**src/sv/pfa_pkg.sv**
```systemverilog
`timescale 1ns / 1ps
// ----------------------------------------------------------------------------
// pfa_pkg - packed framebuffer pixel access, shared definitions
// Store geometry, field widths, format and operation codes, the request word
// passed from front to back, and the per-format helper functions.
// ----------------------------------------------------------------------------
package pfa_pkg;

  // Byte store, split over four byte-wide banks (a pixel spans up to 3 bytes)
  localparam int STORE_BYTES = 16384;
  localparam int NUM_BANKS   = 4;
  localparam int BANK_W      = $clog2(NUM_BANKS);
  localparam int BANK_ROWS   = STORE_BYTES / NUM_BANKS;
  localparam int ROW_W       = (BANK_ROWS > 1) ? $clog2(BANK_ROWS) : 1;

  // Field widths
  localparam int OP_W     = 2;
  localparam int X_W      = 12;
  localparam int Y_W      = 12;
  localparam int VAL_W    = 24;
  localparam int FMT_W    = 3;
  localparam int LW_W     = 13;
  localparam int PROD_W   = Y_W + LW_W;
  localparam int IDX_W    = PROD_W + 1;
  localparam int BITPOS_W = IDX_W + 5;
  localparam int BYTE_W   = BITPOS_W - 3;
  localparam int WIN_W    = 24;
  localparam int SH_W     = 5;
  localparam int LUM_W    = 16;

  // Configuration port
  localparam int CFG_IDX_W  = 1;
  localparam int CFG_DATA_W = LW_W;
  localparam logic [CFG_IDX_W-1:0] REG_PIXEL_FORMAT = 1'd0;
  localparam logic [CFG_IDX_W-1:0] REG_LINE_WIDTH   = 1'd1;
  localparam logic [LW_W-1:0]      LW_RESET         = 13'd320;

  // Pixel formats; codes 6 and 7 fall through to rgb888
  localparam logic [FMT_W-1:0] FMT_MONO1  = 3'd0;
  localparam logic [FMT_W-1:0] FMT_MONO8  = 3'd1;
  localparam logic [FMT_W-1:0] FMT_RGB444 = 3'd2;
  localparam logic [FMT_W-1:0] FMT_RGB565 = 3'd3;
  localparam logic [FMT_W-1:0] FMT_RGB666 = 3'd4;
  localparam logic [FMT_W-1:0] FMT_RGB888 = 3'd5;

  // Operations; code 3 acts as a read
  localparam logic [OP_W-1:0] OP_READ      = 2'd0;
  localparam logic [OP_W-1:0] OP_WRITE_NAT = 2'd1;
  localparam logic [OP_W-1:0] OP_WRITE_RGB = 2'd2;

  // Luminance weights and mono1 threshold
  localparam logic [LUM_W-1:0] LUM_R      = 16'd76;
  localparam logic [LUM_W-1:0] LUM_G      = 16'd150;
  localparam logic [LUM_W-1:0] LUM_B      = 16'd29;
  localparam logic [7:0]       LUM_THRESH = 8'd127;

  // Request queue between front and back
  localparam int QUEUE_DEPTH = 2;
  localparam int QPTR_W      = (QUEUE_DEPTH > 1) ? $clog2(QUEUE_DEPTH) : 1;
  localparam int QCNT_W      = $clog2(QUEUE_DEPTH + 1);

  typedef enum logic [1:0] {
    B_CLEAR,
    B_FETCH,
    B_MERGE
  } back_state_t;

  // One classified request, ready for the read-modify-write
  typedef struct packed {
    logic                             write;
    logic [FMT_W-1:0]                 fmt;
    logic [VAL_W-1:0]                 native;
    logic                             oor;
    logic [BANK_W-1:0]                a_lo;
    logic [NUM_BANKS-1:0][ROW_W-1:0]  rows;
    logic [SH_W-1:0]                  sh;
  } pfa_req_t;

  function automatic logic [SH_W-1:0] bpp_of(input logic [FMT_W-1:0] fmt);
    logic [SH_W-1:0] n;
    case (fmt)
      FMT_MONO1:  n = 5'd1;
      FMT_MONO8:  n = 5'd8;
      FMT_RGB444: n = 5'd12;
      FMT_RGB565: n = 5'd16;
      FMT_RGB666: n = 5'd18;
      default:    n = 5'd24;
    endcase
    return n;
  endfunction

  function automatic logic [VAL_W-1:0] bpp_mask(input logic [FMT_W-1:0] fmt);
    logic [VAL_W-1:0] m;
    case (fmt)
      FMT_MONO1:  m = 24'h000001;
      FMT_MONO8:  m = 24'h0000ff;
      FMT_RGB444: m = 24'h000fff;
      FMT_RGB565: m = 24'h00ffff;
      FMT_RGB666: m = 24'h03ffff;
      default:    m = 24'hffffff;
    endcase
    return m;
  endfunction

  // Expand a masked native value by left shifts; mono formats by replication
  function automatic logic [VAL_W-1:0] to_rgb888(input logic [FMT_W-1:0] fmt,
                                                 input logic [VAL_W-1:0] v);
    logic [VAL_W-1:0] c;
    case (fmt)
      FMT_MONO1:  c = v[0] ? 24'hffffff : 24'h000000;
      FMT_MONO8:  c = {v[7:0], v[7:0], v[7:0]};
      FMT_RGB444: c = {v[11:8], 4'h0, v[7:4], 4'h0, v[3:0], 4'h0};
      FMT_RGB565: c = {v[15:11], 3'b000, v[10:5], 2'b00, v[4:0], 3'b000};
      FMT_RGB666: c = {v[17:12], 2'b00, v[11:6], 2'b00, v[5:0], 2'b00};
      default:    c = v;
    endcase
    return c;
  endfunction

endpackage

```
**src/sv/pfa_queue.sv**
```systemverilog
`timescale 1ns / 1ps
// ----------------------------------------------------------------------------
// pfa_queue - request queue
// Short first-in first-out buffer of classified requests, decoupling the
// front pipeline from the read-modify-write back end.
// ----------------------------------------------------------------------------
module pfa_queue import pfa_pkg::*; (
  input  logic     clk,
  input  logic     rst_n,
  input  logic     push,
  input  pfa_req_t push_req,
  output logic     full,
  input  logic     pop,
  output pfa_req_t pop_req,
  output logic     empty
);

  pfa_req_t          entry_r [QUEUE_DEPTH];
  logic [QPTR_W-1:0] wr_ptr_r, rd_ptr_r;
  logic [QCNT_W-1:0] count_r;

  assign full    = (count_r == QCNT_W'(QUEUE_DEPTH));
  assign empty   = (count_r == '0);
  assign pop_req = entry_r[rd_ptr_r];

  // Store the pushed word
  always_ff @(posedge clk) begin
    if (push) entry_r[wr_ptr_r] <= push_req;
  end

  // Advance pointers and occupancy
  always_ff @(posedge clk) begin
    if (!rst_n) begin
      wr_ptr_r <= '0;
      rd_ptr_r <= '0;
      count_r  <= '0;
    end else begin
      if (push) begin
        wr_ptr_r <= (wr_ptr_r == QPTR_W'(QUEUE_DEPTH - 1)) ? '0 : wr_ptr_r + QPTR_W'(1);
      end
      if (pop) begin
        rd_ptr_r <= (rd_ptr_r == QPTR_W'(QUEUE_DEPTH - 1)) ? '0 : rd_ptr_r + QPTR_W'(1);
      end
      if (push && !pop) begin
        count_r <= count_r + QCNT_W'(1);
      end else if (pop && !push) begin
        count_r <= count_r - QCNT_W'(1);
      end
    end
  end

endmodule

```
**config.mk**
```make
export PLATFORM = sky130hd
export DESIGN_NAME = pfa_queue
export DESIGN_NICKNAME = d
export VERILOG_FILES = /design/src/sv/pfa_pkg.sv /design/src/sv/pfa_queue.sv
export SDC_FILE = /design/constraint.sdc
export NUM_CORES = 1
export LEC_CHECK = 0
export ABC_CLOCK_PERIOD_IN_PS = 6600
export CAP_MARGIN = 20
export CORE_ASPECT_RATIO = 0.5
export CORE_MARGIN = 10
export CORE_UTILIZATION = 45
export CTS_BUF_LIST = sky130_fd_sc_hd__clkbuf_2 sky130_fd_sc_hd__clkbuf_4 sky130_fd_sc_hd__clkbuf_8
export DETAILED_ROUTE_END_ITERATION = 16
export DONT_BUFFER_PORTS = 1
export GPL_TIMING_DRIVEN = 0
export HOLD_SLACK_MARGIN = 0.08
export PLACE_DENSITY = 0.61
export SLEW_MARGIN = 20
export SYNTH_ARGS = -nofsm -noshare
export SYNTH_HDL_FRONTEND = slang
export SYNTH_SLANG_ARGS = --single-unit
```
**constraint.sdc**
```tcl
create_clock -name clk -period 6.6 [get_ports clk]
set_input_delay 0.66 -clock clk [delete_from_list [all_inputs] [get_ports clk]]
set_output_delay 0.66 -clock clk [all_outputs]
set_load 0.01 [all_outputs]
```
==> flow_summary_export.csv <==
group,metric,value,unit
timing,grt_setup_unrepaired,"no",
clock_network,tritoncts,"built",
critical_path,worst-endpoint-required,5.94,ns
hold_path,hp-class,"input pin to flop",
final_layout,sequential_cell_area,0.005145,mm^2
job,timing.max_cap.violations,0,
final_layout,layout-drive-gt1-share,41.07,%
timing,max_freq,447.8,MHz
final_layout,inserted_diodes,0,
global_routing,grt_antenna_before_repair,0,
critical_path,worst-endpoint-arrival,1.57,ns
yosys,synthMostInstantiatedCell,"edfxtp_1",
die,chip_height,103.7,um
placement,io_buffers,0,
final_layout,design.final.nets,395,
yosys,number_of_enable_type_register_cells_in_the_synthesized_netlist,168,
clock_network,clock-sinks,173,
clock_network,cts_made_buffers,17,
timing,final_min_period_over_clock_period,33.83,%
timing,clock-skew-final,0.01164,ns
critical_path,rr_startpoint,"wr_ptr_r",
yosys,cell_area_synth,0.006299,mm^2
critical_path,cp-end-kind,"output pin",
clock_network,cts_repair_resize_count,0,
final_layout,synthToLayoutAreaGrowth,11.84,%
route,drt-initial-drc-count,102,
timing,final_hold_viols,0,
global_routing,grt-ovfl-total,0,
clock_network,clock_transition_at_the_register_clock_pins_on_the_worst_setup_and_hold_paths_after_cts,0.09,ns
timing,totalNegativeSetupSlack,0,ns
clock_network,worstSkewPairLatency,0.41,ns
route,vias_per_cell,4.996,
critical_path,crit-reg2reg-capture,"entry_r[1][43]",
die,design.die.area,0.01942,mm^2
yosys,yosys.area.top_type_share,80.10,%
route,detailedRoute.firstPassIterationCount,4,
yosys,synth_sequential_area_ratio,81.68,%
pwr,power_density,311.0,mW/mm^2
clock_network,cts_setup_buffers,0,
placement,detailed_place_hpwl,8.326,mm
route,routed-via-count,2553,
global_routing,grt_first_pass_wirelength,17.14,mm
global_routing,grt_start_max_net_pins,44,
placement,routability_driven_placement_congestion_ratio,0.6874,
run_status,run_status,"complete, no violations",
timing,worst_pin_slew,0.6268,ns
die,core_area,0.01363,mm^2
critical_path,cp-start-kind,"flop",
yosys,synth.top_cells.by_area,"edfxtp_1 (80%), mux2_2 (15%), dfxtp_1 (1.6%)",
die,initial_cell_density_of_the_core,46.23,%
yosys,avgSynthCellArea,22.26,um^2
route,totalWireLength,11.59,mm
critical_path,setup.worst_path.class,"flop to output pin",
yosys,yosysWarningCount,0,
final_layout,final_core_utilization,51.70,%
global_routing,gr-usage-all-layers,11.70,%
timing,slew_headroom,58.22,%
yosys,synth_ff_type,"edfxtp_1",
clock_network,maximum_root_to_sink_buffer_count,2,
critical_path,worst_r2r_path_depth,2,
die,pin_count,174,
pwr,p_leak,0.002289,uW
yosys,post_synth_inst_count,283,
yosys,ys_async_sr_fraction,0,%
yosys,yosysUniqueCellTypes,17,
timing,setup-violations-final,0,
global_routing,vias_in_the_first_global_route,2759,
die,dieWidth,187.3,um
final_layout,fillCellCount,1068,
yosys,commonest_cells_in_the_synthesized_netlist,"edfxtp_1 (168), mux2_2 (84), buf_6 (7)",
yosys,post-synth-top-area-cell,"edfxtp_1",
critical_path,r2r_slack,4.95,ns
yosys,synth.ff_latch_count,173,
timing,post-route-min-period,2.233,ns
route,drtAntennaViolNets,0,
yosys,synth_fp_nets,372,
clock_network,clockRootBuffer,"clkbuf_8",
pwr,irDropWorstVdd,0.1172,mV
route,detailed_route_drc_error_count,0,
route,routed_wire_length_per_instance,22.68,um
die,placement_rows,30,
clock_network,htree_levels,4,
final_layout,multi_input_comb_area,0.001071,mm^2
hold_path,hold_path_depth,0,
critical_path,path_max_fanout,10,
critical_path,critPathCapture,"pop_req[44]",
timing,timing.final.max_slew_violations,0,
clock_network,cts_hold_buf,0,
==> metal layers <==
layer | up-vias | GRT usage, % | part of all wire (%)
met5 | - | 0 | 0
met2 | 88 | 21.34 | 55
met4 | 0 | 4.519 | 1.0
met1 | 1295 | 11.42 | 35
met3 | 10 | 5.154 | 8.1
li1 | 1160 | - | -
==> sequential cells by signal, summed over array words and instances (netlist names), named ones only <==
register	count
count_r	2
entry_r	168
rd_ptr_r	1
wr_ptr_r	1
==> layout by cell type (no fill, tap or decap), types with 2 or more instances in the layout <==
cell	netlist	final
clkinvlp_4	0	2
buf_12	0	2
bufinv_16	0	2
xor2_1	2	2
clkinv_4	0	3
edfxtp_1	168	168
inv_6	0	3
buf_6	7	7
dfxtp_1	5	5
buf_2	2	2
and2_1	4	3
inv_8	0	2
buf_16	0	2
clkbuf_8	0	17
mux2_2	84	84
==> metrics by stage <==
| stage | worst slack [ns] | power (uW) | hold slack [ns] | area (um^2) | std cells |
|---|---|---|---|---|---|
| final | 4.367 | 2191 | 0.3271 | 7044 | 511 |
| after global routing | 4.263 | 2292 | 0.2732 | 7044 | 511 |
| after CTS | 4.302 | 2228 | 0.2908 | 7044 | 511 |
| after detailed placement | 4.634 | 1500 | 0.5404 | 6644 | 479 |
| after global placement | 0.1405 | 1492 | 0.4904 | 6539 | 475 |
| after floorplan | 1.703 | 1453 | 0.4662 | 6299 | 283 |
==> final cells by class <==
| cell class | count | share of cell area [%] |
|---|---|---|
| multi-input combinational | 100 | 15.20 |
| tap | 192 | 3.410 |
| buffer | 9 | 1.261 |
| sequential | 173 | 73.04 |
| inverter | 1 | 0.05329 |
| clock inverter | 14 | 2.256 |
| timing repair buffer | 4 | 1.350 |
| clock buffer | 18 | 3.428 |
==> cells by family (layout without fill, tap and decap cells) <==
group	after synthesis	count (layout)	synth area share (%)
buffers and inverters	10	46	1.470
xor gates and xnor gates	3	3	0.4172
muxes	84	84	15.02
DFF	173	173	81.68
AOI/OAI and AO/OA	3	3	0.3179
and+or+nand+nor	9	9	0.8939
adders and majority gates	1	1	0.1986
==> critical path, cell delays in order (launching register included) <==
cell and delay, ns:
dfxtp_1 0.39, buf_6 0.20, buf_6 0.17, mux2_2 0.39
==> where the power goes <==
group / leakage [uW] / switching, uW / internal, uW
Combinational: 0.000472 / 108 / 78.7
Sequential: 0.00162 / 13.7 / 1270
Clock: 0.000199 / 374 / 349
Total: 0.00229 / 496 / 1700
==> how the worst min path moves through the flow <==
stage                 start        endpoint  slack, ns
5_1_grt        push_req[34]  entry_r[0][34]       0.27
2_1_floorplan    count_r[1]      count_r[1]       0.47
3_5_place_dp     count_r[1]      count_r[1]       0.54
3_3_place_gp     count_r[1]      count_r[1]       0.49
4_1_cts        push_req[22]  entry_r[0][22]       0.29
6_report       push_req[19]  entry_r[0][19]       0.33
No activity file was read; power rests on OpenSTA's default activity.
