[src/sv/pfa_pkg.sv]
`timescale 1ns / 1ps
// ----------------------------------------------------------------------------
// pfa_pkg - packed framebuffer pixel access, shared definitions
// Store geometry, field widths, format and operation codes, the request word
// passed from front to back, and the per-format helper functions.
// ----------------------------------------------------------------------------
package pfa_pkg;

  // Byte store, split over four byte-wide banks (a pixel spans up to 3 bytes)
  localparam int STORE_BYTES = 16384;
  localparam int NUM_BANKS   = 4;
  localparam int BANK_W      = $clog2(NUM_BANKS);
  localparam int BANK_ROWS   = STORE_BYTES / NUM_BANKS;
  localparam int ROW_W       = (BANK_ROWS > 1) ? $clog2(BANK_ROWS) : 1;

  // Field widths
  localparam int OP_W     = 2;
  localparam int X_W      = 12;
  localparam int Y_W      = 12;
  localparam int VAL_W    = 24;
  localparam int FMT_W    = 3;
  localparam int LW_W     = 13;
  localparam int PROD_W   = Y_W + LW_W;
  localparam int IDX_W    = PROD_W + 1;
  localparam int BITPOS_W = IDX_W + 5;
  localparam int BYTE_W   = BITPOS_W - 3;
  localparam int WIN_W    = 24;
  localparam int SH_W     = 5;
  localparam int LUM_W    = 16;

  // Configuration port
  localparam int CFG_IDX_W  = 1;
  localparam int CFG_DATA_W = LW_W;
  localparam logic [CFG_IDX_W-1:0] REG_PIXEL_FORMAT = 1'd0;
  localparam logic [CFG_IDX_W-1:0] REG_LINE_WIDTH   = 1'd1;
  localparam logic [LW_W-1:0]      LW_RESET         = 13'd320;

  // Pixel formats; codes 6 and 7 fall through to rgb888
  localparam logic [FMT_W-1:0] FMT_MONO1  = 3'd0;
  localparam logic [FMT_W-1:0] FMT_MONO8  = 3'd1;
  localparam logic [FMT_W-1:0] FMT_RGB444 = 3'd2;
  localparam logic [FMT_W-1:0] FMT_RGB565 = 3'd3;
  localparam logic [FMT_W-1:0] FMT_RGB666 = 3'd4;
  localparam logic [FMT_W-1:0] FMT_RGB888 = 3'd5;

  // Operations; code 3 acts as a read
  localparam logic [OP_W-1:0] OP_READ      = 2'd0;
  localparam logic [OP_W-1:0] OP_WRITE_NAT = 2'd1;
  localparam logic [OP_W-1:0] OP_WRITE_RGB = 2'd2;

  // Luminance weights and mono1 threshold
  localparam logic [LUM_W-1:0] LUM_R      = 16'd76;
  localparam logic [LUM_W-1:0] LUM_G      = 16'd150;
  localparam logic [LUM_W-1:0] LUM_B      = 16'd29;
  localparam logic [7:0]       LUM_THRESH = 8'd127;

  // Request queue between front and back
  localparam int QUEUE_DEPTH = 2;
  localparam int QPTR_W      = (QUEUE_DEPTH > 1) ? $clog2(QUEUE_DEPTH) : 1;
  localparam int QCNT_W      = $clog2(QUEUE_DEPTH + 1);

  typedef enum logic [1:0] {
    B_CLEAR,
    B_FETCH,
    B_MERGE
  } back_state_t;

  // One classified request, ready for the read-modify-write
  typedef struct packed {
    logic                             write;
    logic [FMT_W-1:0]                 fmt;
    logic [VAL_W-1:0]                 native;
    logic                             oor;
    logic [BANK_W-1:0]                a_lo;
    logic [NUM_BANKS-1:0][ROW_W-1:0]  rows;
    logic [SH_W-1:0]                  sh;
  } pfa_req_t;

  function automatic logic [SH_W-1:0] bpp_of(input logic [FMT_W-1:0] fmt);
    logic [SH_W-1:0] n;
    case (fmt)
      FMT_MONO1:  n = 5'd1;
      FMT_MONO8:  n = 5'd8;
      FMT_RGB444: n = 5'd12;
      FMT_RGB565: n = 5'd16;
      FMT_RGB666: n = 5'd18;
      default:    n = 5'd24;
    endcase
    return n;
  endfunction

  function automatic logic [VAL_W-1:0] bpp_mask(input logic [FMT_W-1:0] fmt);
    logic [VAL_W-1:0] m;
    case (fmt)
      FMT_MONO1:  m = 24'h000001;
      FMT_MONO8:  m = 24'h0000ff;
      FMT_RGB444: m = 24'h000fff;
      FMT_RGB565: m = 24'h00ffff;
      FMT_RGB666: m = 24'h03ffff;
      default:    m = 24'hffffff;
    endcase
    return m;
  endfunction

  // Expand a masked native value by left shifts; mono formats by replication
  function automatic logic [VAL_W-1:0] to_rgb888(input logic [FMT_W-1:0] fmt,
                                                 input logic [VAL_W-1:0] v);
    logic [VAL_W-1:0] c;
    case (fmt)
      FMT_MONO1:  c = v[0] ? 24'hffffff : 24'h000000;
      FMT_MONO8:  c = {v[7:0], v[7:0], v[7:0]};
      FMT_RGB444: c = {v[11:8], 4'h0, v[7:4], 4'h0, v[3:0], 4'h0};
      FMT_RGB565: c = {v[15:11], 3'b000, v[10:5], 2'b00, v[4:0], 3'b000};
      FMT_RGB666: c = {v[17:12], 2'b00, v[11:6], 2'b00, v[5:0], 2'b00};
      default:    c = v;
    endcase
    return c;
  endfunction

endpackage

[src/sv/pfa_front.sv]
`timescale 1ns / 1ps
// ----------------------------------------------------------------------------
// pfa_front - request front end
// Three-stage stallable pipeline: row product and luminance sum, pixel index
// and value to store, bit position; then the byte address, bank rows, shift
// and range flag are formed and the request is pushed into the queue.
// ----------------------------------------------------------------------------
module pfa_front import pfa_pkg::*; (
  input  logic              clk,
  input  logic              rst_n,
  input  logic [FMT_W-1:0]  cfg_fmt,
  input  logic [LW_W-1:0]   cfg_lw,
  input  logic              clearing,
  input  logic              in_tvalid,
  output logic              in_tready,
  input  logic [OP_W-1:0]   in_op,
  input  logic [X_W-1:0]    in_x,
  input  logic [Y_W-1:0]    in_y,
  input  logic [VAL_W-1:0]  in_val,
  input  logic              q_full,
  output logic              q_push,
  output pfa_req_t          q_req
);

  logic                s1_v_r, s2_v_r, s3_v_r;
  logic                free1, free2, free3;
  logic                in_accept;
  logic [FMT_W-1:0]    s1_fmt_r, s2_fmt_r, s3_fmt_r;
  logic                s1_wr_r, s2_wr_r, s3_wr_r;
  logic                s1_rgb_r;
  logic [X_W-1:0]      s1_x_r;
  logic [PROD_W-1:0]   s1_prod_r;
  logic [VAL_W-1:0]    s1_val_r;
  logic [LUM_W-1:0]    s1_lum_r;
  logic [IDX_W-1:0]    s2_idx_r;
  logic [VAL_W-1:0]    s2_native_r, s3_native_r;
  logic [BITPOS_W-1:0] s3_bitpos_r;

  logic [LUM_W-1:0]    lum_round;
  logic [7:0]          lum8;
  logic [VAL_W-1:0]    native_nxt;
  logic [BITPOS_W-1:0] bitpos_nxt;
  logic [BITPOS_W-1:0] idx_ext;
  logic [SH_W-1:0]     bpp;
  logic [BITPOS_W:0]   end_bit;
  logic [BYTE_W-1:0]   last_byte;
  logic [BYTE_W-1:0]   byte_addr;
  logic [ROW_W-1:0]    row_base;

  // Stage handshake: a stage loads when it is empty or moves on
  assign free3     = !s3_v_r || !q_full;
  assign free2     = !s2_v_r || free3;
  assign free1     = !s1_v_r || free2;
  assign in_tready = free1 && !clearing;
  assign in_accept = in_tvalid && in_tready;
  assign q_push    = s3_v_r && !q_full;

  always_ff @(posedge clk) begin
    if (!rst_n) begin
      s1_v_r <= 1'b0;
      s2_v_r <= 1'b0;
      s3_v_r <= 1'b0;
    end else begin
      if (free1) s1_v_r <= in_accept;
      if (free2) s2_v_r <= s1_v_r;
      if (free3) s3_v_r <= s2_v_r;
    end
  end

  // Stage 1: row product and weighted colour sum
  always_ff @(posedge clk) begin
    if (in_accept) begin
      s1_fmt_r  <= cfg_fmt;
      s1_wr_r   <= (in_op == OP_WRITE_NAT) || (in_op == OP_WRITE_RGB);
      s1_rgb_r  <= (in_op == OP_WRITE_RGB);
      s1_x_r    <= in_x;
      s1_val_r  <= in_val;
      s1_prod_r <= PROD_W'(in_y) * PROD_W'(cfg_lw);
      s1_lum_r  <= LUM_W'(in_val[23:16]) * LUM_R + LUM_W'(in_val[15:8]) * LUM_G
                 + LUM_W'(in_val[7:0]) * LUM_B;
    end
  end

  // Divide the luminance sum by 255: exact for sums below 65535
  assign lum_round = s1_lum_r + LUM_W'(1) + (s1_lum_r >> 8);
  assign lum8      = lum_round[15:8];

  // Value to store, already masked to the format
  always_comb begin
    if (s1_rgb_r) begin
      case (s1_fmt_r)
        FMT_MONO1:  native_nxt = {23'd0, (lum8 > LUM_THRESH)};
        FMT_MONO8:  native_nxt = {16'd0, lum8};
        FMT_RGB444: native_nxt = {12'd0, s1_val_r[23:20], s1_val_r[15:12],
                                  s1_val_r[7:4]};
        FMT_RGB565: native_nxt = {8'd0, s1_val_r[23:19], s1_val_r[15:10],
                                  s1_val_r[7:3]};
        FMT_RGB666: native_nxt = {6'd0, s1_val_r[23:18], s1_val_r[15:10],
                                  s1_val_r[7:2]};
        default:    native_nxt = s1_val_r;
      endcase
    end else if (s1_fmt_r == FMT_MONO1) begin
      native_nxt = {23'd0, |s1_val_r};
    end else begin
      native_nxt = s1_val_r & bpp_mask(s1_fmt_r);
    end
  end

  // Stage 2: pixel index and stored value
  always_ff @(posedge clk) begin
    if (free2) begin
      s2_fmt_r    <= s1_fmt_r;
      s2_wr_r     <= s1_wr_r;
      s2_native_r <= native_nxt;
      s2_idx_r    <= IDX_W'(s1_prod_r) + IDX_W'(s1_x_r);
    end
  end

  // Scale the index by the bits per pixel with shifts and adds
  assign idx_ext = BITPOS_W'(s2_idx_r);
  always_comb begin
    case (s2_fmt_r)
      FMT_MONO1:  bitpos_nxt = idx_ext;
      FMT_MONO8:  bitpos_nxt = idx_ext << 3;
      FMT_RGB444: bitpos_nxt = (idx_ext << 3) + (idx_ext << 2);
      FMT_RGB565: bitpos_nxt = idx_ext << 4;
      FMT_RGB666: bitpos_nxt = (idx_ext << 4) + (idx_ext << 1);
      default:    bitpos_nxt = (idx_ext << 4) + (idx_ext << 3);
    endcase
  end

  // Stage 3: bit position
  always_ff @(posedge clk) begin
    if (free3) begin
      s3_fmt_r    <= s2_fmt_r;
      s3_wr_r     <= s2_wr_r;
      s3_native_r <= s2_native_r;
      s3_bitpos_r <= bitpos_nxt;
    end
  end

  // Byte address, range check, bank rows and window shift
  assign bpp       = bpp_of(s3_fmt_r);
  assign end_bit   = {1'b0, s3_bitpos_r} + (BITPOS_W+1)'(bpp) - (BITPOS_W+1)'(1);
  assign last_byte = end_bit[BITPOS_W-1:3];
  assign byte_addr = s3_bitpos_r[BITPOS_W-1:3];
  assign row_base  = byte_addr[ROW_W+BANK_W-1:BANK_W];

  always_comb begin
    q_req        = '0;
    q_req.write  = s3_wr_r;
    q_req.fmt    = s3_fmt_r;
    q_req.native = s3_native_r;
    q_req.oor    = end_bit[BITPOS_W] || (last_byte >= BYTE_W'(STORE_BYTES));
    q_req.a_lo   = byte_addr[BANK_W-1:0];
    q_req.sh     = SH_W'(WIN_W) - SH_W'(s3_bitpos_r[2:0]) - bpp;
    for (int b = 0; b < NUM_BANKS; b++) begin
      if (BANK_W'(b) >= byte_addr[BANK_W-1:0]) begin
        q_req.rows[b] = row_base;
      end else begin
        q_req.rows[b] = row_base + ROW_W'(1);
      end
    end
  end

endmodule

[config.mk]
export PLATFORM = sky130hd
export DESIGN_NAME = pfa_front
export DESIGN_NICKNAME = d
export VERILOG_FILES = /design/src/sv/pfa_pkg.sv /design/src/sv/pfa_front.sv
export SDC_FILE = /design/constraint.sdc
export NUM_CORES = 1
export LEC_CHECK = 0
export ABC_AREA = 1
export ABC_CLOCK_PERIOD_IN_PS = 13650
export BUFFER_PORTS_ARGS = -buffer_cell sky130_fd_sc_hd__buf_2
export CAP_MARGIN = 0
export CORE_MARGIN = 8
export CORE_UTILIZATION = 54
export DETAILED_ROUTE_END_ITERATION = 8
export HOLD_SLACK_MARGIN = 0.02
export PLACE_DENSITY = 0.72
export SYNTH_ARGS = -nofsm -noshare
export SYNTH_HDL_FRONTEND = slang
export SYNTH_SLANG_ARGS = --single-unit
[constraint.sdc]
create_clock -name clk -period 13.65 [get_ports clk]
set_clock_uncertainty 0.2 [all_clocks]
set_input_delay 2.0475 -clock clk [delete_from_list [all_inputs] [get_ports clk]]
set_output_delay 2.0475 -clock clk [all_outputs]
set_load 0.05 [all_outputs]
==> results of run 1 <==
-- area by class of cell --
cell class / instances / area (µm²) / area share
flip-flops and latches: 197 / 5886 / 0.2303
inverters: 672 / 2522 / 0.09871
well taps: 585 / 732.0 / 0.02864
multi-input cells: 2176 / 15020 / 0.5879
clock buffers: 18 / 429.2 / 0.01679
repair buffers: 159 / 803.3 / 0.03144
clock inverters: 14 / 155.1 / 0.006072
diodes: 1 / 2.502 / 0.00009793
-- worst max-delay path by stage --
stage	startpoint	end	slack, ns	cells after the start
global placement	in_val[16]	s1_lum_r[15]	6.41	20
detailed placement	in_val[16]	s1_lum_r[15]	6.32	20
CTS	in_val[16]	s1_lum_r[15]	6.83	20
floorplan	q_full	s1_fmt_r[0]	3.37	3
global route	in_val[16]	s1_lum_r[15]	6.46	20
finish	in_val[16]	s1_lum_r[15]	6.78	20
-- logic make-up after synthesis --
group / count (synthesis)
simple gates: 1220
xor+xnor: 97
flops: 197
fa+ha+maj: 425
buf+inv: 731
compound gates: 434
-- report_power, final --
group,internal [µW],total [µW],switching (µW)
sequential,959,1160,205
combinational,1660,4830,3180
clock,245,503,258
-- stage by stage --
stage | total power, µW | hold slack [ns] | area (µm²) | setup slack [ns] | std cells
global placement | 5892 | 0.2035 | 24970 | 6.410 | 3789
global route | 7178 | 0.2283 | 25550 | 6.459 | 3822
CTS | 6503 | 0.2205 | 25550 | 6.829 | 3821
detailed placement | 5969 | 0.2045 | 24970 | 6.315 | 3789
floorplan | 4838 | 0.2003 | 23700 | 3.368 | 3104
finish | 6499 | 0.2222 | 25550 | 6.778 | 3822
-- Yosys cell counts (3+ instances only) --
library cell,number,area share
o21a_1,4,0.0013
nand3b_1,11,0.0035
nor2_2,10,0.0026
fa_1,156,0.13
o21ai_1,12,0.0025
a211oi_1,5,0.0016
nor3_1,17,0.0036
dfxtp_1,3,0.0025
inv_1,660,0.10
buf_2,7,0.0015
o22ai_1,24,0.0063
o21bai_1,9,0.0029
or2_1,3,0.00079
nor2_1,165,0.026
nor4_1,9,0.0024
xor2_1,62,0.023
nor3_2,4,0.0017
and2_1,4,0.0011
a21oi_1,177,0.037
buf_4,15,0.0048
nand4_1,46,0.012
inv_2,11,0.0017
o211ai_1,7,0.0022
nand3_2,5,0.0021
a31oi_1,9,0.0024
o2111ai_1,5,0.0018
nand2_1,777,0.12
a221oi_1,18,0.0067
ha_1,269,0.14
a21o_1,14,0.0044
nor2_4,6,0.0029
nand2_2,8,0.0021
xnor2_1,35,0.013
edfxtp_1,194,0.25
o21ai_0,135,0.029
clkbuf_1,36,0.0057
nand3_1,139,0.029
or2_2,6,0.0016
-- flip-flops by register name (all words and copies together), names as in the netlist --
name	cells
s2_wr_r	1
s1_val_r	24
s3_v_r	1
s1_v_r	1
s2_fmt_r	3
s3_bitpos_r	31
s3_fmt_r	3
s1_fmt_r	3
s1_wr_r	1
s2_idx_r	26
s1_prod_r	25
s1_rgb_r	1
s2_native_r	24
s2_v_r	1
s1_x_r	12
s1_lum_r	15
s3_native_r	24
s3_wr_r	1
-- routing by layer --
metal,track usage,vias to the layer above,wire [µm]
met2,0.4715,614,33090
met4,0.08218,2,1514
met1,0.3084,9740,26710
met3,0.02876,97,3061
li1,-,10200,-
met5,0,-,13
==> metrics.yaml, run 1 <==
ys_seq_area_frac: 0.2483
synth_ff_type: "edfxtp_1"
ff2ff_path_depth: 14
insertion_delay_ns: 0.47
synthAdderAreaFrac: 0.2738
syn_nets: 3600
synthDistinctLibCells: 60
portBuffers: 156
worst_slew_pin_slew_ns: 1.149
post-route-period-util: 0.5035
r2r_slack_ns: 10.62
vias: 20650
worstHoldEndpoint: "s3_native_r[0]"
synth_simple_gate_area_frac: 0.2195
crit_chain: "buf_2 -> ha_1 -> ha_1 -> ha_1 -> a21o_1 -> a31oi_1 -> xor2_1 -> inv_1 -> ha_1 -> inv_1 -> fa_1 -> inv_1 -> fa_1 -> inv_1 -> fa_1 -> inv_1 -> ha_1 -> nand4_1 -> o311ai_0 -> xnor2_1"
post-dp-hpwl_um: 53920
die_x_um: 225.5
vias_per_cell: 5.402
hold_path.class: "flop to flop"
cts_root_buf: "clkbuf_16"
worstHoldStart: "s2_native_r[0]"
yosys_warnings: 0
ctsHoldBuffers: 0
start_kind: "input port"
final_cell_mix: "nand2_1 (776), inv_1 (660), ha_1 (269), edfxtp_1 (194), a21oi_1 (177)"
synth-xor-area-share: 0.03584
slowest_delay_ns: 0.54
crit_arrival_ns: 6.88
drv_slew: 0
hold_depth: 0
numCtsBuffers: 17
cp.required_ns: 13.66
cts_setup_buffers: 0
synth_compound_area_frac: 0.1040
max_freq_mhz: 145.5
synth_top_family_by_area: "adder cells"
core-area_mm2: 0.04317
grt_pass1_wl_um: 104700
postRouteAntennaNets: 0
syn_area_per_cell_um2: 7.636
syn-cell-area_mm2: 0.02370
finalNetCount: 3719
drv_cap: 0
cts_resized: 0
gp_congestion: 0.9362
overflow: 0
io_pins: 157
drc: 0
synth_cells: 3104
hold_violations: 0
cp_top_family: "adder cells"
cts_max_level: 4
start_util: 0.5490
reg2reg_from: "s2_idx_r[1]"
setup-tns-final_ns: 0
wl_per_cell_um: 16.85
syn_to_final_growth_pct: 7.807
slew-limit-headroom: 0.2330
initialDrtViolationCount: 1591
ir_drop_uv: 313.7
antenna_found_initial: 2
status: "complete, no violations"
path_class: "input port to flop"
tritoncts: "built"
muxShareOfSynthArea: 0
die_h_um: 225.5
drive_above_1_share: 0.07880
crit_path_top_delay_cell: "fa_1"
firstDrtPassIters: 6
finalSetupViolCount: 0
clkTransAtPathRegs_ns: 0.08
num_rows: 76
powerDensity_mw_per_mm2: 254.3
ys_ff_latch: 197
final_common_cell: "nand2_1"
first_global_vias: 20940
rsz0062_at_grt: "no"
min_period_ns: 6.872
grt_max_degree: 83
r2r-end: "s3_bitpos_r[21]"
synthArstFlopShare: 0
p_leak_uw: 0.01348
critical_path.max_fanout: 6
final_util: 0.5919
grtUsageTotal: 0.2562
n_fill_cell: 4104
finalWirelength_um: 64390
crit_buf_inv: 6
end_kind: "flop"
cts_max_path_buffers: 2
synth_edf_count: 194
clock-sinks: 197
dieArea_mm2: 0.05085
Power figures use the tool's default switching activity.
==> run 2, diff against run 1 <==
--- a/config.mk
+++ b/config.mk
@@ -6,7 +6,7 @@
 export NUM_CORES = 1
 export LEC_CHECK = 0
 export ABC_AREA = 1
-export ABC_CLOCK_PERIOD_IN_PS = 13650
+export ABC_CLOCK_PERIOD_IN_PS = 7200
 export BUFFER_PORTS_ARGS = -buffer_cell sky130_fd_sc_hd__buf_2
 export CAP_MARGIN = 0
 export CORE_MARGIN = 8
==> constraint.sdc (replaced) <==
create_clock -name clk -period 7.2 [get_ports clk]
set_clock_uncertainty 0.2 [all_clocks]
set_input_delay 1.08 -clock clk [delete_from_list [all_inputs] [get_ports clk]]
set_output_delay 1.08 -clock clk [all_outputs]
set_load 0.05 [all_outputs]
==> run 2 against run 1 <==
Compared with the run above:
- clock power grew 92%
- critical path depth stayed put
- hold slack lost 0.0017 ns
- combinational power up 89%
- non-clock buffer count did not move
- cell area about the same
- critical path type unchanged
- highest routed layer is now met4
==> metrics.yaml, run 2 (same netlist as run 1, synthesis figures left out) <==
status: "complete, no violations"
core-area_mm2: 0.04317
gp_congestion: 0.9723
clkTransAtPathRegs_ns: 0.08
drive_above_1_share: 0.07818
start_kind: "input port"
drv_cap: 0
final_cell_mix: "nand2_1 (776), inv_1 (660), ha_1 (269), edfxtp_1 (194), a21oi_1 (177)"
hold_ws_ns: 0.2205
n_fill_cell: 4087
p_clk_frac: 0.078
initialDrtViolationCount: 1433
post-route-period-util: 0.8106
netSwitchingPower_uw: 6855
total_power_uw: 12300
grtUsageTotal: 0.2548
top_register: "s3_bitpos_r"
p_seq_frac: 0.180
slowest_delay_ns: 0.53
min_period_ns: 5.836
rsz0062_at_grt: "no"
cts_setup_buffers: 0
cts_root_buf: "clkbuf_16"
cts_resized: 0
multi_input_area_mm2: 0.01503
grt_pass1_wl_um: 104100
met1_usage: 0.3134
largest_reg_flops: 31
path_class: "input port to flop"
end_kind: "flop"
antenna_found_initial: 1
firstDrtPassIters: 6
cts_max_path_buffers: 2
first_global_vias: 20720
finalSetupViolCount: 0
finalNetCount: 3719
die_h_um: 225.5
finalWirelength_um: 64110
vias: 20590
switching_share: 0.5572
busiest_layer: "met2"
hold_path.class: "flop to flop"
internal_power_uw: 5448
vias_per_cell: 5.387
hold_violations: 0
cp.required_ns: 7.21
postRouteAntennaNets: 0
crit_arrival_ns: 5.85
clock-sinks: 197
post-dp-hpwl_um: 53880
setup-tns-final_ns: 0
tritoncts: "built"
syn_to_final_growth_pct: 7.839
final_common_cell: "nand2_1"
p_leak_uw: 0.01349
cts_max_level: 4
combPwrFrac: 0.741
drc: 0
max_freq_mhz: 171.3
critical_path.max_fanout: 6
crit_path_top_delay_cell: "fa_1"
drv_slew: 0
overflow: 0
ir_drop_uv: 551.5
use_met3: 0.03123
seqCellArea_mm2: 0.005886
top_regs: "s3_bitpos_r x31, s2_idx_r x26, s1_prod_r x25"
start_util: 0.5490
grt_use_met2: 0.4584
grt_max_degree: 77
ctsHoldBuffers: 0
dieArea_mm2: 0.05085
powerDensity_mw_per_mm2: 481.3
io_pins: 157
crit_chain: "buf_2 -> ha_1 -> ha_1 -> ha_1 -> a21o_1 -> a31oi_1 -> xor2_1 -> inv_1 -> ha_1 -> inv_1 -> fa_1 -> inv_1 -> fa_1 -> inv_1 -> fa_1 -> inv_1 -> ha_1 -> nand4_1 -> o311ai_0 -> xnor2_1"
worst_slew_pin_slew_ns: 1.126
die_x_um: 225.5
numCtsBuffers: 17
insertion_delay_ns: 0.48
slew-limit-headroom: 0.2482
num_rows: 76
portBuffers: 156
wl_per_cell_um: 16.77
run 2: changes by cell type in the layout (fill, tap and decap cells not counted):
cell        previous run  this run
bufinv_16              0         1
clkinv_1               1         3
clkinv_2               2         0
clkinv_4               0         1
clkinv_8               4         2
clkinvlp_4             2         0
inv_12                 1         0
inv_6                  3         5
inv_8                  2         3
nor3b_2                1         0
nor3b_4                0         1
run 2: layer usage:
metal | vias up | routed length (µm) | part of all wire
met5 | - | 0 | 0
met4 | 0 | 1557 | 0.024
met3 | 96 | 2873 | 0.045
met2 | 546 | 32280 | 0.50
met1 | 9736 | 27400 | 0.43
li1 | 10210 | - | -
run 2: worst paths after layout:
check / cells after the start / end / from / slack (ns)
worst max-delay path: 20 / s1_lum_r[15] / in_val[16] / 1.36
worst min-delay path: 0 / s3_native_r[18] / s2_native_r[18] / 0.22
worst max register to register: 8 / s3_bitpos_r[10] / s2_fmt_r[2] / 4.15
worst min register to register: 0 / s3_native_r[18] / s2_native_r[18] / 0.22
run 2: power by group through the flow:
| stage | Combinational [µW] | Clock, µW | Sequential (µW) |
|---|---|---|---|
| 2_1_floorplan | 7070 | 0 | 2100 |
| 3_3_place_gp | 8940 | 0 | 2220 |
| 3_5_place_dp | 9060 | 0 | 2230 |
| 4_1_cts | 9110 | 991 | 2210 |
| 5_1_grt | 10400 | 1030 | 2250 |
| 6_report | 9120 | 965 | 2220 |
run 2: cell type report:
class                   instances  share of cell area
multi-input cells            2176              0.5880
flip-flops and latches        197              0.2303
inverters                     672             0.09868
repair buffers                159             0.03143
well taps                     585             0.02864
clock buffers                  18             0.01679
clock inverters                14            0.006119
diodes                          1          0.00009790
run 2: through the flow:
stage	setup slack (ns)	instances	area, µm²	util
after detailed placement	0.9298	3789	24970	0.5785
after floorplan	0.7308	3104	23710	-
after CTS	1.429	3821	25560	0.5920
after global routing	1.131	3822	25560	0.5921
final	1.364	3822	25560	0.5921
after global placement	0.9640	3789	24970	0.5785
run 2: worst max-delay path: cells and delay by family:
| family | cells | cell delay (ns) |
|---|---|---|
| simple gates | 1 | 0.15 |
| fa+ha+maj | 8 | 3.13 |
| xor+xnor | 2 | 0.28 |
| compound gates | 3 | 0.81 |
| buf+inv | 6 | 0.38 |
==> run 3, diff against run 2 <==
--- a/config.mk
+++ b/config.mk
@@ -6,14 +6,14 @@
 export NUM_CORES = 1
 export LEC_CHECK = 0
 export ABC_AREA = 1
-export ABC_CLOCK_PERIOD_IN_PS = 7200
+export ABC_CLOCK_PERIOD_IN_PS = 5260
 export BUFFER_PORTS_ARGS = -buffer_cell sky130_fd_sc_hd__buf_2
 export CAP_MARGIN = 0
 export CORE_MARGIN = 8
 export CORE_UTILIZATION = 54
 export DETAILED_ROUTE_END_ITERATION = 8
 export HOLD_SLACK_MARGIN = 0.02
-export PLACE_DENSITY = 0.72
+export PLACE_DENSITY = 0.75
 export SYNTH_ARGS = -nofsm -noshare
 export SYNTH_HDL_FRONTEND = slang
 export SYNTH_SLANG_ARGS = --single-unit
==> constraint.sdc (replaced) <==
create_clock -name clk -period 5.26 [get_ports clk]
set_clock_uncertainty 0.2 [all_clocks]
set_input_delay 0.789 -clock clk [delete_from_list [all_inputs] [get_ports clk]]
set_output_delay 0.789 -clock clk [all_outputs]
set_load 0.05 [all_outputs]
==> run 3 against run 2 <==
Compared with the run above:
- count of clock-buffer cells in the layout is 1 lower
- routed wire length is 0.39% higher
- first-iteration DRC count down 8.7%
- final cell count is 3.5% higher
- register-to-register slack got worse by 2.0 ns
- combinational power up 63%
- die area unchanged
- flip-flop and latch count unchanged
- critical endpoint is now s1_lum_r[12]
==> metrics.yaml, run 3 (same netlist as run 1, synthesis figures left out) <==
path_class: "input port to flop"
finalSetupViolCount: 0
cts_max_path_buffers: 2
pre_cts_slack_ns: -0.4669
ir_drop_uv: 1009
core-area_mm2: 0.04317
p_leak_uw: 0.01419
final_cell_mix: "nand2_1 (770), inv_1 (654), ha_1 (252), edfxtp_1 (194), a21oi_1 (169)"
powerDensity_mw_per_mm2: 717.9
min_period_ns: 5.162
ctsHoldBuffers: 0
post-dp-hpwl_um: 54580
numCtsBuffers: 17
crit_arrival_ns: 5.17
cp.required_ns: 5.27
setup-tns-final_ns: 0
end_kind: "flop"
largest_reg_flops: 31
grt_pass1_wl_um: 105200
top_regs: "s3_bitpos_r x31, s2_idx_r x26, s1_prod_r x25"
tritoncts: "built"
drc: 0
start_util: 0.5490
firstDrtPassIters: 6
top_register: "s3_bitpos_r"
finalNetCount: 3852
drv_slew: 0
wl_per_cell_um: 16.28
hold_violations: 0
cts_max_level: 4
slew-limit-headroom: 0.3523
dr.max_layer_used: "met4"
num_rows: 76
worst_slew_pin_slew_ns: 0.9706
io_pins: 157
clock-sinks: 197
vias: 21180
worst_slack_ns: 0.09790
crit_path_top_delay_cell: "fa_1"
post-route-period-util: 0.9814
portBuffers: 156
initialDrtViolationCount: 1309
ff2ff_path_depth: 6
final_util: 0.6251
syn_to_final_growth_pct: 13.85
start_kind: "input port"
clkTransAtPathRegs_ns: 0.08
cts_root_buf: "clkbuf_16"
first_global_vias: 21630
crit_chain: "buf_8 -> ha_4 -> ha_4 -> ha_4 -> a21o_1 -> a31oi_1 -> xor2_1 -> inv_1 -> ha_1 -> inv_2 -> fa_1 -> inv_2 -> fa_1 -> inv_2 -> fa_1 -> inv_2 -> ha_4 -> buf_4 -> a21oi_4 -> o21ai_2 -> nand3_1 -> nand2_1 -> xor2_1"
die_x_um: 225.5
dieArea_mm2: 0.05085
grtUsageTotal: 0.2532
overflow: 0
slowest_delay_ns: 0.53
insertion_delay_ns: 0.45
die_h_um: 225.5
final_common_cell: "nand2_1"
critical_path.max_fanout: 4
hold_path.class: "flop to flop"
grt_max_degree: 61
gp_congestion: 0.9619
max_freq_mhz: 193.7
antenna_found_initial: 0
wl_met2_um: 33000
hold_depth: 0
rsz0062_at_grt: "yes"
drv_cap: 0
vias_per_cell: 5.356
drive_above_1_share: 0.1300
finalWirelength_um: 64350
postRouteAntennaNets: 0
diodes: 0
status: "complete, no violations"
dr_wl_met3_um: 2355
wl_met1_um: 26850
run 3: worst paths after layout:
check	slack (ns)	endpoint	start
max	0.1	s1_lum_r[12]	in_val[19]
min	0.22	s3_native_r[19]	s2_native_r[19]
max reg2reg	2.14	s3_bitpos_r[14]	s2_fmt_r[2]
min reg2reg	0.22	s3_native_r[19]	s2_native_r[19]
run 3: area by class of cell:
| type | instances | area (µm²) |
|---|---|---|
| flip-flops and latches | 197 | 5886 |
| fillers | 3897 | 16190 |
| clock buffers | 17 | 425.4 |
| clock inverters | 15 | 207.7 |
| multi-input cells | 2176 | 15360 |
| inverters | 672 | 2522 |
| repair buffers | 292 | 1852 |
| well taps | 585 | 732.0 |
run 3: report_power, final:
part | leakage [µW] | switching (µW) | internal, µW
registers | 0.00203 | 542 | 2490
clock network | 0.000308 | 674 | 734
logic | 0.0118 | 9020 | 5910
total | 0.0142 | 10200 | 9140
run 3: critical path: cells and delay by family:
kind                       cells  cell delay [ns]
AOI/OAI and AO/OA              4             0.58
adders and majority gates      8             2.81
buffers and inverters          7             0.48
xor gates and xnor gates       2             0.32
and+or+nand+nor                2             0.19
run 3: repair_timing:
item                                    in CTS  in global routing
gates resized for setup                      0                 37
endpoints found under the setup margin       0                 10
buffers inserted                             0                  3
run 3: stage by stage:
| stage | hold WS (ns) | instances | cell area, µm² | power [µW] |
|---|---|---|---|---|
| 2_1_floorplan | 0.2003 | 3104 | 24000 | 13010 |
| 3_3_place_gp | 0.2027 | 3919 | 26180 | 16980 |
| 3_5_place_dp | 0.2045 | 3919 | 26180 | 17350 |
| 4_1_cts | 0.2242 | 3951 | 26810 | 18840 |
| 5_1_grt | 0.2304 | 3954 | 26990 | 21240 |
| 6_report | 0.2239 | 3954 | 26990 | 19370 |
run 3: layer usage:
metal / vias up / track usage
li1: 10480 / -
met1: 9961 / 0.3008
met2: 587 / 0.4696
met3: 154 / 0.02121
met4: 0 / 0.09581
met5: - / 0
